===== config.mk =====
export PLATFORM = sky130hd
export DESIGN_NAME = console_bus_address_decoder
export DESIGN_NICKNAME = d
export VERILOG_FILES = /design/src/sv/cbad_pkg.sv /design/src/sv/console_bus_address_decoder.sv
export SDC_FILE = /design/constraint.sdc
export NUM_CORES = 1
export LEC_CHECK = 0
export BUFFER_PORTS_ARGS = -buffer_cell sky130_fd_sc_hd__buf_4
export CAP_MARGIN = 5
export CORE_UTILIZATION = 50
export CTS_CLUSTER_DIAMETER = 50
export CTS_CLUSTER_SIZE = 25
export DETAILED_ROUTE_END_ITERATION = 16
export GPL_TIMING_DRIVEN = 0
export PLACE_DENSITY = 0.77
export SLEW_MARGIN = 20
export SYNTH_ARGS = -nofsm -noshare
export SYNTH_HDL_FRONTEND = slang
export SYNTH_SLANG_ARGS = --single-unit
export TNS_END_PERCENT = 100

===== constraint.sdc =====
create_clock -name clk_i -period 5.7 [get_ports clk_i]
set_clock_uncertainty 0.1 [all_clocks]
set_input_delay 0.57 -clock clk_i [delete_from_list [all_inputs] [get_ports clk_i]]
set_output_delay 0.57 -clock clk_i [all_outputs]
set_load 0.1 [all_outputs]

===== src/sv/cbad_pkg.sv =====
`timescale 1ns / 1ps

package cbad_pkg;

  // Default sizes of the decoded targets, in bytes
  localparam int unsigned RamBytesDef     = 32'd2097152;
  localparam int unsigned BiosBytesDef    = 32'd524288;
  localparam int unsigned ScratchBytesDef = 32'd1024;

  // Access kind
  localparam logic OpRead  = 1'b0;
  localparam logic OpWrite = 1'b1;

  // Access size codes
  localparam logic [1:0] SizeByte = 2'd0;
  localparam logic [1:0] SizeHalf = 2'd1;
  localparam logic [1:0] SizeWord = 2'd2;

  // Top address bits of the segments that map memory
  localparam logic [2:0] SegUser     = 3'd0;
  localparam logic [2:0] SegCached   = 3'd4;
  localparam logic [2:0] SegUncached = 3'd5;

  // Physical 64 KiB pages and regions
  localparam logic [12:0] PageIo    = 13'h1f80;
  localparam logic [12:0] PagePport = 13'h1f00;
  localparam logic [6:0]  BiosTop   = 7'h7f;   // phys[28:22] of 0x1fc00000

  // Cache control register and its command values
  localparam logic [31:0] CmdAddr    = 32'hfffe0130;
  localparam logic [31:0] IsoOnA     = 32'h0000_0800;
  localparam logic [31:0] IsoOnB     = 32'h0000_0804;
  localparam logic [31:0] IsoOffA    = 32'h0000_0000;
  localparam logic [31:0] IsoOffB    = 32'h0001_e988;

  typedef enum logic [2:0] {
    TgtNone    = 3'd0,
    TgtRam     = 3'd1,
    TgtPport   = 3'd2,
    TgtScratch = 3'd3,
    TgtHwreg   = 3'd4,
    TgtBios    = 3'd5
  } tgt_e;

  typedef struct packed {
    logic        op;
    logic [1:0]  access_size;
    logic [31:0] address;
    logic [31:0] write_value;
  } acc_req_t;

  typedef struct packed {
    tgt_e        target;
    logic [20:0] target_offset;
    logic        write_enable;
    logic        read_zero;
    logic        icache_invalidate;
    logic        cycle_charge;
    logic        isolated_now;
  } acc_rsp_t;

endpackage


===== src/sv/console_bus_address_decoder.sv =====
`timescale 1ns / 1ps

// Channel   Direction  Signals                          Moves
// in        input      in_valid_i/in_ready_o/in_data_i  one bus access per transfer
// out       output     out_valid_o/out_ready_i/out_data_o  one decode result per transfer
// cfg       input      cfg_we_i/cfg_wdata_i             timing_hack bit, no wait
//
// One access per cycle sustained while results are taken; each access passes the input
// register, then the result register, with the single decode pass between them.
// The RAM mirror offset uses a seven-step constant compare-subtract chain.
// rst_ni clears the valid flags, timing_hack and the RAM isolation bit.
// A stalled result holds in the output register; the input register keeps
// taking transfers as long as the result can move on.
module console_bus_address_decoder
  import cbad_pkg::*;
#(
  parameter int unsigned RAM_BYTES     = RamBytesDef,
  parameter int unsigned BIOS_BYTES    = BiosBytesDef,
  parameter int unsigned SCRATCH_BYTES = ScratchBytesDef
) (
  input  logic     clk_i,
  input  logic     rst_ni,
  input  logic     cfg_we_i,
  input  logic     cfg_wdata_i,
  input  logic     in_valid_i,
  output logic     in_ready_o,
  input  acc_req_t in_data_i,
  output logic     out_valid_o,
  input  logic     out_ready_i,
  output acc_rsp_t out_data_o
);

  logic     s1_valid_q, s1_valid_d;
  acc_req_t s1_data_q;
  logic     out_valid_q, out_valid_d;
  acc_rsp_t out_data_q, out_data_d;
  logic     timing_hack_q, timing_hack_d;
  logic     ram_isolated_q, ram_isolated_d;
  logic     advance;

  logic [2:0]  seg;
  logic [28:0] phys;
  logic [15:0] low;
  logic        seg_ok;
  logic [22:0] ram_rem;
  logic        is_cmd;

  assign advance    = s1_valid_q && (!out_valid_q || out_ready_i);
  assign in_ready_o = !s1_valid_q || advance;

  assign seg    = s1_data_q.address[31:29];
  assign phys   = s1_data_q.address[28:0];
  assign low    = s1_data_q.address[15:0];
  assign seg_ok = (seg == SegUser) || (seg == SegCached) || (seg == SegUncached);
  assign is_cmd = (s1_data_q.address == CmdAddr) && s1_data_q.access_size[1];

  // Reduce the 8 MiB window offset modulo RAM_BYTES, largest multiple first
  always_comb begin
    ram_rem = phys[22:0];
    for (int k = 6; k >= 0; k--) begin
      if ((30'(RAM_BYTES) << k) <= {7'd0, ram_rem}) begin
        ram_rem = ram_rem - 23'(30'(RAM_BYTES) << k);
      end
    end
  end

  always_comb begin
    out_data_d     = '0;
    ram_isolated_d = ram_isolated_q;

    if (seg_ok) begin
      if (phys[28:23] == 6'd0) begin
        out_data_d.target        = TgtRam;
        out_data_d.target_offset = ram_rem[20:0];
      end else if (phys[28:16] == PageIo) begin
        out_data_d.target        = ({1'b0, low} < 17'(SCRATCH_BYTES)) ? TgtScratch : TgtHwreg;
        out_data_d.target_offset = {5'd0, low};
      end else if ((seg == SegUser) && (phys[28:16] == PagePport)) begin
        out_data_d.target        = TgtPport;
        out_data_d.target_offset = {5'd0, low};
      end else if ((phys[28:22] == BiosTop) && (phys[21:0] < 22'(BIOS_BYTES))) begin
        out_data_d.target        = TgtBios;
        out_data_d.target_offset = phys[20:0];
      end
    end

    if (s1_data_q.op == OpWrite) begin
      unique case (out_data_d.target)
        TgtRam:                        out_data_d.write_enable = !ram_isolated_q;
        TgtPport, TgtScratch, TgtHwreg: out_data_d.write_enable = 1'b1;
        TgtNone: begin
          if (is_cmd) begin
            if ((s1_data_q.write_value == IsoOnA) || (s1_data_q.write_value == IsoOnB)) begin
              ram_isolated_d                = 1'b1;
              out_data_d.icache_invalidate  = !ram_isolated_q;
            end else if ((s1_data_q.write_value == IsoOffA) ||
                         (s1_data_q.write_value == IsoOffB)) begin
              ram_isolated_d = 1'b0;
            end
          end
        end
        default:                       out_data_d.write_enable = 1'b0;
      endcase
    end else begin
      out_data_d.read_zero = (out_data_d.target == TgtNone);
    end

    out_data_d.cycle_charge = !(timing_hack_q ||
                                ((s1_data_q.op == OpRead) && (s1_data_q.access_size == SizeByte)));
    out_data_d.isolated_now = ram_isolated_d;
  end

  always_comb begin
    s1_valid_d = s1_valid_q;
    if (in_ready_o) begin
      s1_valid_d = in_valid_i;
    end
    out_valid_d = out_valid_q;
    if (advance) begin
      out_valid_d = 1'b1;
    end else if (out_ready_i) begin
      out_valid_d = 1'b0;
    end
    timing_hack_d = cfg_we_i ? cfg_wdata_i : timing_hack_q;
  end

  always_ff @(posedge clk_i or negedge rst_ni) begin
    if (!rst_ni) begin
      s1_valid_q     <= 1'b0;
      out_valid_q    <= 1'b0;
      timing_hack_q  <= 1'b0;
      ram_isolated_q <= 1'b0;
    end else begin
      s1_valid_q    <= s1_valid_d;
      out_valid_q   <= out_valid_d;
      timing_hack_q <= timing_hack_d;
      if (advance) begin
        ram_isolated_q <= ram_isolated_d;
      end
    end
  end

  // Payload registers: load on transfer, hold otherwise
  always_ff @(posedge clk_i) begin
    if (in_valid_i && in_ready_o) begin
      s1_data_q <= in_data_i;
    end
    if (advance) begin
      out_data_q <= out_data_d;
    end
  end

  assign out_valid_o = out_valid_q;
  assign out_data_o  = out_data_q;

endmodule


# After elaboration in Yosys (flattened, before gate mapping)
# Cells that the tools add are included.
dict set report totals {
  reg_bits 100
  latchBits 0
  ramBits 0
  mem_bits_ro 0
  input_bits 73
  output_inout_bits 31
  word_cells 76
  n_memories 0
}
dict set report classes {
  n_addsub 2
  n_mul 0
  div 0
  magnitude_cmp 4
  eq_ne 13
  n_shift 0
  mux 16
  bitwise 1
  n_reduce_logical 25
}
# cell count
set ops {}
lappend ops {{$mux W24} 5}
lappend ops {{$eq A32 B12 Y1 const B} 2}
lappend ops {{$eq A32 B17 Y1 const B} 1}
lappend ops {{$eq A32 B32 Y1 const B} 1}
lappend ops {{$logic_not A32 Y1} 1}
lappend ops {{$eq A13 B13 Y1 const B} 2}
lappend ops {{$le A22 B23 Y1 const A} 1}
lappend ops {{$le A23 B23 Y1 const A} 1}
lappend ops {{$mux W23} 1}
lappend ops {{$sub A23 B23 Y23 const B} 1}
lappend ops {{$lt A22 B20 Y1 const B} 1}
lappend ops {{$mux W21} 1}
lappend ops {{$sub A21 B1 Y21 const B} 1}
lappend ops {{$lt A16 B11 Y1 const B} 1}
lappend ops {{$eq A3 B3 Y1 const B} 3}
lappend ops {{$eq A7 B7 Y1 const B} 1}
lappend ops {{$logic_or A1 B1 Y1} 7}
lappend ops {{$mux W1} 7}
lappend ops {{$eq A3 B2 Y1 const B} 2}
lappend ops {{$logic_and A1 B1 Y1} 6}
lappend ops {{$logic_not A3 Y1} 2}
lappend ops {{$logic_not A6 Y1} 1}
lappend ops {{$logic_not A1 Y1} 4}
lappend ops {{$reduce_and A4 Y1} 1}
lappend ops {{7 further kinds} 7}

# Logic depth before layout (Yosys ltp)
# Gate-level depths: netlist of the first run.
dict set report logic_depth {
  word_depth 10
  depth_mapped 6
  ltp_nobuf 5
}

# Least setup slack after synthesis of the first run
# OpenSTA, ideal clock, no wires.
dict set report synth_path {
  kind {reg2reg}
  start {reg out_valid_q (netlist: out_valid_o)}
  end {reg s1_data_q (netlist bit low[0]) (enable)}
  setup_ps 432
  arrival_time_ps 3436
  required_ps 5168
  setup_slack_ps 1732
  stages_incl_launch_ff 3
  n_path_buf 0
  synth_period_minus_slack_ps 3968
  cell_sequence {dfrtp_1 > nand3b_1 > and2_1}
}
dict set report synth_via {
  elab_chain_cells 5
}
# item line
set synth_rtl {}
lappend synth_rtl {{start: declaration} console_bus_address_decoder.sv:35} ;# logic out_valid_q, out_valid_d;
lappend synth_rtl {{start signal: assignment} console_bus_address_decoder.sv:135} ;# out_valid_q <= out_valid_d;
lappend synth_rtl {{$logic_not A1 Y1} console_bus_address_decoder.sv:48} ;# assign advance = s1_valid_q && (!out_valid_q || out_ready_i);
lappend synth_rtl {{$logic_or A1 B1 Y1} console_bus_address_decoder.sv:48}
lappend synth_rtl {{$logic_and A1 B1 Y1} console_bus_address_decoder.sv:48}
lappend synth_rtl {{$logic_or A1 B1 Y1} console_bus_address_decoder.sv:49} ;# assign in_ready_o = !s1_valid_q || advance;
lappend synth_rtl {{named net in_ready_o} console_bus_address_decoder.sv:26} ;# output logic in_ready_o,
lappend synth_rtl {{$logic_and A1 B1 Y1} console_bus_address_decoder.sv:145} ;# if (in_valid_i && in_ready_o) begin
lappend synth_rtl {{end signal: assignment} console_bus_address_decoder.sv:146} ;# s1_data_q <= in_data_i;
lappend synth_rtl {{end: declaration} console_bus_address_decoder.sv:34} ;# acc_req_t s1_data_q;
# The timed path passes the listed nets, and every way through them passes these cells.
# A chain may end at the register's enable or synchronous reset.

# Final worst setup path of the first run
dict set report layout_path {
  start {reg s1_data_q (netlist bit low[12])}
  end {reg out_data_q (netlist bit out_data_o[4]), data pin}
}
dict set report layout_via {
  elab_chain_cells 10
  word_cells_on_any_way 15
  classes_between {2 x order compare; 4 x eq/ne; 7 x mux; 2 x reduce/logical}
}
# item line
set layout_rtl {}
lappend layout_rtl {{$lt A22 B20 Y1} console_bus_address_decoder.sv:81} ;# end else if ((phys[28:22] == BiosTop) && (phys[21:0] < 22'(BIOS_BYTES))) begin
lappend layout_rtl {{$logic_and A1 B1 Y1} console_bus_address_decoder.sv:81}
lappend layout_rtl {{$mux W24} console_bus_address_decoder.sv:81}
lappend layout_rtl {{$mux W24} console_bus_address_decoder.sv:78} ;# end else if ((seg == SegUser) && (phys[28:16] == PagePport)) begin
lappend layout_rtl {{$mux W24 *} console_bus_address_decoder.sv:75} ;# end else if (phys[28:16] == PageIo) begin
lappend layout_rtl {{$mux W24 *} console_bus_address_decoder.sv:72} ;# if (phys[28:23] == 6'd0) begin
lappend layout_rtl {{$mux W24 *} console_bus_address_decoder.sv:71} ;# if (seg_ok) begin
lappend layout_rtl {{$eq A3 B2 Y1 or $eq A3 B3 Y1 (tied branches)} console_bus_address_decoder.sv:88} ;# unique case (out_data_d.target)
lappend layout_rtl {{$reduce_or A3 Y1} console_bus_address_decoder.sv:88}
lappend layout_rtl {{$pmux W1 S2 *} console_bus_address_decoder.sv:88}
lappend layout_rtl {{end signal: assignment} console_bus_address_decoder.sv:149} ;# out_data_q <= out_data_d;
lappend layout_rtl {{end: declaration} console_bus_address_decoder.sv:36} ;# acc_rsp_t out_data_q, out_data_d;
# Mark *: on every way between the ends. The rest lies on a longest branch, timed or not.

==> results.json, run 1 <==
{
  "place_ws_ns": 2.94,
  "totalWireLength_um": 6210,
  "synth_common_cells": "edfxtp_1 (96), and2_1 (17), and3_1 (8), nor2_1 (8), nor4_1 (8)",
  "area_growth_pct": 31.0,
  "cts_buffers": 9,
  "highest_layer": "met4",
  "p_int_w": 0.00111,
  "worst_path_max_delay_cell": "nor4_1",
  "drt-met1-wl_um": 2460,
  "wl_per_cell_um": 15.1,
  "tns_ns": 0,
  "rsz0062_at_grt": "false",
  "drv_cap": 0,
  "p_leak_nw": 1.82,
  "crit_start": "low[12]$_DFFE_PP_",
  "diodes": 0,
  "place.port_buffers": 103,
  "cts.sinks": 100,
  "first_pass_iters": 4,
  "cpMostUsedCell": "nor4_1",
  "min_period_ns": 2.80,
  "min_period_over_period": 0.492,
  "ys.flop_type": "edfxtp_1",
  "synth_async_sr_flop_share": 0.0400,
  "crit_path_end_kind": "flip-flop",
  "r2r_end": "out_data_o[4]$_SDFFCE_PN0P_",
  "yosysWarningCount": 0,
  "grt_max_degree": 46,
  "p_comb_frac": 0.132,
  "cts-root-buf": "clkbuf_8",
  "num_rows": 30,
  "antenna_found_initial": 0,
  "globalRouteOverflowTotal": 0,
  "clock_path_buffers": 2,
  "path_cells": "nor4_1, a31oi_1, nor4_1, o31a_1, clkbuf_1, o2111a_1",
  "drtIter0Drc": 61,
  "setup-violations-final": 0,
  "syn_inst": 194,
  "dieArea_um2": 7500,
  "core_area_um2": 6870,
  "drive_gt1_frac": 0.381,
  "p_per_area_nw_per_um2": 318,
  "ir_worst_vdd_mv": 0.234,
  "cts_setup_buffers": 0,
  "clk_latency_ns": 0.35,
  "nets": 383,
  "synth.avg_cell_area_um2": 18.5,
  "cts.clk_slew.worst_paths_ns": 0.09,
  "worst_slew_margin_rel": 0.287,
  "ys_types": 35,
  "io_pins": 104,
  "initial_utilization": 0.521,
  "die_h_um": 86.6,
  "r2r-start": "low[12]$_DFFE_PP_",
  "synth_top_area_frac": 0.805,
  "cts_tree": "done",
  "min_to": "phys[26]$_DFFE_PP_",
  "critPathMaxStageDelay_ns": 0.71,
  "grt_pass1_wl_um": 9520,
  "met2WireLength_um": 3150,
  "critPathKind": "reg -> reg",
  "hold_ws_ns": 0.286,
  "worst_slack_ns": 2.90,
  "r2r_slack_ns": 2.90,
  "path_max_fanout": 10,
  "status": "complete, no violations",
  "cp_top_family": "simple AND/OR/NAND/NOR gates",
  "cp_num_buf_inv": 1,
  "fin_cells": 411,
  "p_switching_w": 0.000375,
  "postRouteAntennaNets": 0,
  "synth_edf_count": 96,
  "worstPathRequired_ns": 5.82,
  "finalHoldViolations": 0,
  "critPathLaunchType": "flip-flop",
  "cts_max_level": 3,
  "route.detailed.drc": 0,
  "yosys.area.top_type": "edfxtp_1",
  "reg2reg_depth": 6,
  "clkPwrFrac": 0.278,
  "critPathArrivalTime_ns": 2.92,
  "seq_area_frac_synth": 0.833,
  "slew_viol_final": 0,
  "tightest_slew_ns": 1.07,
  "synth_seq_cells": 100,
  "place_inst": 394,
  "dpl.hpwl_um": 4570,
  "num_vias": 2075,
  "holdCritStartpoint": "in_data_i[58]",
  "fmax_mhz": 357,
  "hp-class": "in -> reg",
  "syn_nets": 267,
  "whs_path_depth": 1,
  "die_x_um": 86.6,
  "gp_congestion": 0.720,
  "swShare": 0.252,
  "seqPwrFrac": 0.589,
  "ys_top_cells_by_area": "edfxtp_1 (81%), and2_1 (3.0%), dfrtp_1 (2.8%)",
  "syn_area_um2": 3580,
  "routed-wl-met3_um": 511,
  "vias_per_cell": 5.05,
  "grt.total_usage": 0.178,
  "grt_pass1_vias": 2069,
  "yosysMostFrequentCell": "edfxtp_1"
}
[stage by stage]
stage	utilization	total power [W]	area [µm²]
4_1_cts	0.683	0.00151	4690
6_report	0.683	0.00149	4690
3_5_place_dp	0.654	0.00109	4500
5_1_grt	0.683	0.00154	4690
3_3_place_gp	0.651	0.00109	4470
2_1_floorplan	-	0.00102	3580
[layer usage]
metal,GRT usage,vias up
met5,0,-
met4,0.0591,0
met3,0.0695,9
met2,0.307,84
met1,0.203,979
li1,-,1003
[state kept, by name, indices dropped and copies added (netlist names)]
| register | flops |
|---|---|
| low | 16 |
| out_data_o | 29 |
| out_valid_o | 1 |
| phys | 13 |
| ram_isolated_q | 1 |
| s1_data_q | 38 |
| s1_valid_q | 1 |
| timing_hack_q | 1 |
[worst register-to-register path: stages (launching register included)]
cell and delay [ns]:
edfxtp_1 0.40, nor4_1 0.71, a31oi_1 0.17, nor4_1 0.32
o31a_1 0.38, clkbuf_1 0.35, o2111a_1 0.24
[cell type report]
class                      count  area, µm²
inverter                       3       11.3
timing repair buffer         105        803
fill                         478       2180
buffer                         1       3.75
multi-input combinational     90        584
clock inverter                 6       55.1
clock buffer                  10        128
tap                           96        120
sequential                   100       2980
[power by group through the flow]
| stage | sequential, W | combinational (W) | clock (W) |
|---|---|---|---|
| global route | 0.000883 | 0.000206 | 0.000455 |
| floorplan | 0.000987 | 0.0000309 | 0 |
| CTS | 0.000878 | 0.000199 | 0.000431 |
| global placement | 0.000895 | 0.000192 | 0 |
| detailed placement | 0.000895 | 0.000198 | 0 |
| finish | 0.000878 | 0.000197 | 0.000415 |
[how the worst max path moves through the flow]
stage	end	slack (ns)	cells after the start
2_1_floorplan	low[0]$_DFFE_PP_	1.73	2
3_3_place_gp	s1_data_q[27]$_DFFE_PP_	2.30	3
3_5_place_dp	out_data_o[4]$_SDFFCE_PN0P_	2.94	6
4_1_cts	out_data_o[4]$_SDFFCE_PN0P_	2.88	6
5_1_grt	out_data_o[4]$_SDFFCE_PN0P_	2.66	6
6_report	out_data_o[4]$_SDFFCE_PN0P_	2.90	6
[repair_timing]
action                                 CTS  global route
hold buffers                             1             0
endpoints found under the hold margin    4             0
resized for setup                        0             0
[cell families after synthesis]
group | share of synthesized area
buffers and inverters | 0.00419
AOI/OAI and AO/OA | 0.0255
muxes | 0.00315
and+or+nand+nor | 0.134
DFF | 0.833
[placed cells by master (no fill, tap or decap), drive strengths merged, types with 2 or more instances in the layout]
master and instances:
buf 104, edfxtp 96, and2 17, clkbuf 11, nor4 8, nor2 8
and3 8, nand4 7, nand2 5, or4 5, clkinv 5, nand2b 4
dfrtp 4, inv 3, nor3 3, o21a 2, nand3 2, nand3b 2
nor4b 2
Power figures use the tool's default switching activity.
==> run 2: changes to the inputs <==
Clock period 5.7 ns to 2.6 ns, I/O delays scaled along.
==> run 2 against run 1 <==
  * The run now ends with setup timing left
  * Critical path depth shrank 1
  * First-iteration DRC count grew 38%
  * Sequential power grew 120%
  * Die area is the same
  * Flip-flop and latch count is the same
  * Global-route usage grew 3.6 points
  * Combinational power grew to 2.6 times the previous value
  * Total power grew 120%
  * Maximum frequency grew 5.7%
  * Count of clock-buffer cells in the layout grew 1
  * Final cell count grew 16%
  * Critical endpoint is now out_data_o[2]$_SDFFCE_PN0P_
  * Largest cell class unchanged
  * Largest power group unchanged
==> results.json, run 2 (synthesis gave the netlist of run 1 again) <==
{
  "num_rows": 30,
  "totalWireLength_um": 7520,
  "die_x_um": 86.6,
  "crit_path_end_kind": "flip-flop",
  "cts.clk_slew.worst_paths_ns": 0.09,
  "largest_reg_flops": 38,
  "first_pass_iters": 4,
  "cts_tree": "done",
  "p_leak_nw": 2.10,
  "nets": 452,
  "place_ws_ns": -0.0944,
  "final_common_cell": "buf_4",
  "path_max_fanout": 3,
  "final_cell_mix": "buf_4 (105), edfxtp_1 (96), dlygate4sd3_1 (69)",
  "worst_slack_ns": -0.0516,
  "diodes": 0,
  "hp-class": "in -> reg",
  "rsz0062_at_grt": "true",
  "dpl_cell_area_um2": 4480,
  "p_int_w": 0.00251,
  "place.port_buffers": 103,
  "die_h_um": 86.6,
  "tightest_slew_ns": 1.07,
  "gp_congestion": 0.739,
  "vias_per_cell": 4.92,
  "wl_per_cell_um": 15.7,
  "swShare": 0.250,
  "worstPathRequired_ns": 2.71,
  "drive_gt1_frac": 0.335,
  "antenna_found_initial": 0,
  "cts_max_level": 3,
  "violations": "setup timing",
  "ir_worst_vdd_mv": 0.536,
  "min_period_ns": 2.65,
  "whs_path_depth": 2,
  "crit_start": "s1_data_q[22]$_DFFE_PP_",
  "holdCritStartpoint": "cfg_wdata_i",
  "stdcell_area_um2": 5380,
  "postRouteAntennaNets": 0,
  "num_vias": 2351,
  "p_switching_w": 0.000836,
  "seqPwrFrac": 0.577,
  "finalHoldViolations": 0,
  "cts_buffers": 9,
  "worst_slew_margin_rel": 0.288,
  "dieArea_um2": 7500,
  "p_comb_frac": 0.155,
  "reg2reg_depth": 5,
  "initial_utilization": 0.521,
  "route.detailed.drc": 0,
  "cts.sinks": 100,
  "grt_pass1_vias": 2433,
  "dpl.hpwl_um": 4340,
  "drtIter0Drc": 84,
  "min_period_over_period": 1.02,
  "grt_pass1_wl_um": 11500,
  "setup-violations-final": 3,
  "p_per_area_nw_per_um2": 621,
  "critPathLaunchType": "flip-flop",
  "critPathArrivalTime_ns": 2.76,
  "globalRouteOverflowTotal": 0,
  "core_area_um2": 6870,
  "drv_cap": 0,
  "clock_path_buffers": 2,
  "status": "finished, violations left",
  "grt_max_degree": 68,
  "io_pins": 104,
  "fin_util": 0.783,
  "clkPwrFrac": 0.268,
  "critPathKind": "reg -> reg",
  "clk_latency_ns": 0.34,
  "fmax_mhz": 377,
  "grt.total_usage": 0.213,
  "area_growth_pct": 50.3,
  "r2r-start": "s1_data_q[22]$_DFFE_PP_",
  "slew_viol_final": 0,
  "cts-root-buf": "clkbuf_8",
  "regMostFlops": "s1_data_q"
}
==> run 2: changes by cell type in the layout (fill, tap and decap cells not counted), sizes merged <==
cell,delta
buf,+1
clkbuf,+1
clkinv,-3
dlygate4sd3,+68
==> run 2: power by group through the flow <==
stage               clock network [W]  logic (W)  registers (W)
floorplan                           0  0.0000691        0.00216
global placement                    0   0.000422        0.00196
detailed placement                  0   0.000427        0.00196
CTS                          0.000908   0.000511        0.00193
global route                 0.000970   0.000539        0.00194
finish                       0.000896   0.000517        0.00193
==> run 2: path summary, 6_finish.rpt <==
| check | end | slack [ns] |
|---|---|---|
| max | out_data_o[2]$_SDFFCE_PN0P_ | -0.05 |
| min | timing_hack_q$_DFFE_PN0P_ | 0.05 |
| max reg2reg | out_data_o[2]$_SDFFCE_PN0P_ | -0.05 |
| min reg2reg | timing_hack_q$_DFFE_PN0P_ | 0.43 |
| max in group asynchronous | out_valid_o$_DFFE_PN0P_ | 2.14 |
| min in group asynchronous | timing_hack_q$_DFFE_PN0P_ | 0.14 |
==> run 2: what timing repair did <==
| item | CTS | global route |
|---|---|---|
| hold endpoints to repair | 72 | 0 |
| pin swaps | 1 | 1 |
| endpoints found under the setup margin | 13 | 13 |
| resized for setup | 3 | 3 |
| buffers inserted | 0 | 2 |
| hold buffers | 69 | 0 |
| cloned | 0 | 0 |
==> run 2: layer usage <==
metal	part of all wire	GRT usage
met5	0	0
met4	0.024	0.0970
met3	0.065	0.0552
met2	0.51	0.384
met1	0.40	0.238
==> run 2: area by class of cell <==
| cell class | instances | area, µm² |
|---|---|---|
| inverter | 3 | 11.3 |
| tap | 96 | 120 |
| clock buffer | 11 | 131 |
| buffer | 1 | 5.00 |
| clock inverter | 3 | 40.0 |
| sequential | 100 | 2990 |
| timing repair buffer | 174 | 1480 |
| multi-input combinational | 90 | 607 |
| fill | 361 | 1490 |
==> run 2: critical path, cell delays in order, from the launching register on <==
cell      delay [ns]
edfxtp_1        0.40
or4_4           0.55
or4_4           0.53
or4_4           0.52
or3_4           0.36
nor2_2          0.08
==> run 2: per-stage QoR <==
stage | setup TNS [ns] | cells | total power (W) | hold slack [ns]
2_1_floorplan | -2.84 | 194 | 0.00223 | -0.136
3_3_place_gp | -0.155 | 393 | 0.00238 | -0.0409
3_5_place_dp | -0.731 | 393 | 0.00239 | -0.0376
4_1_cts | -0.0385 | 476 | 0.00335 | 0.0334
5_1_grt | -0.346 | 478 | 0.00345 | 0.0419
6_report | -0.123 | 478 | 0.00334 | 0.0499
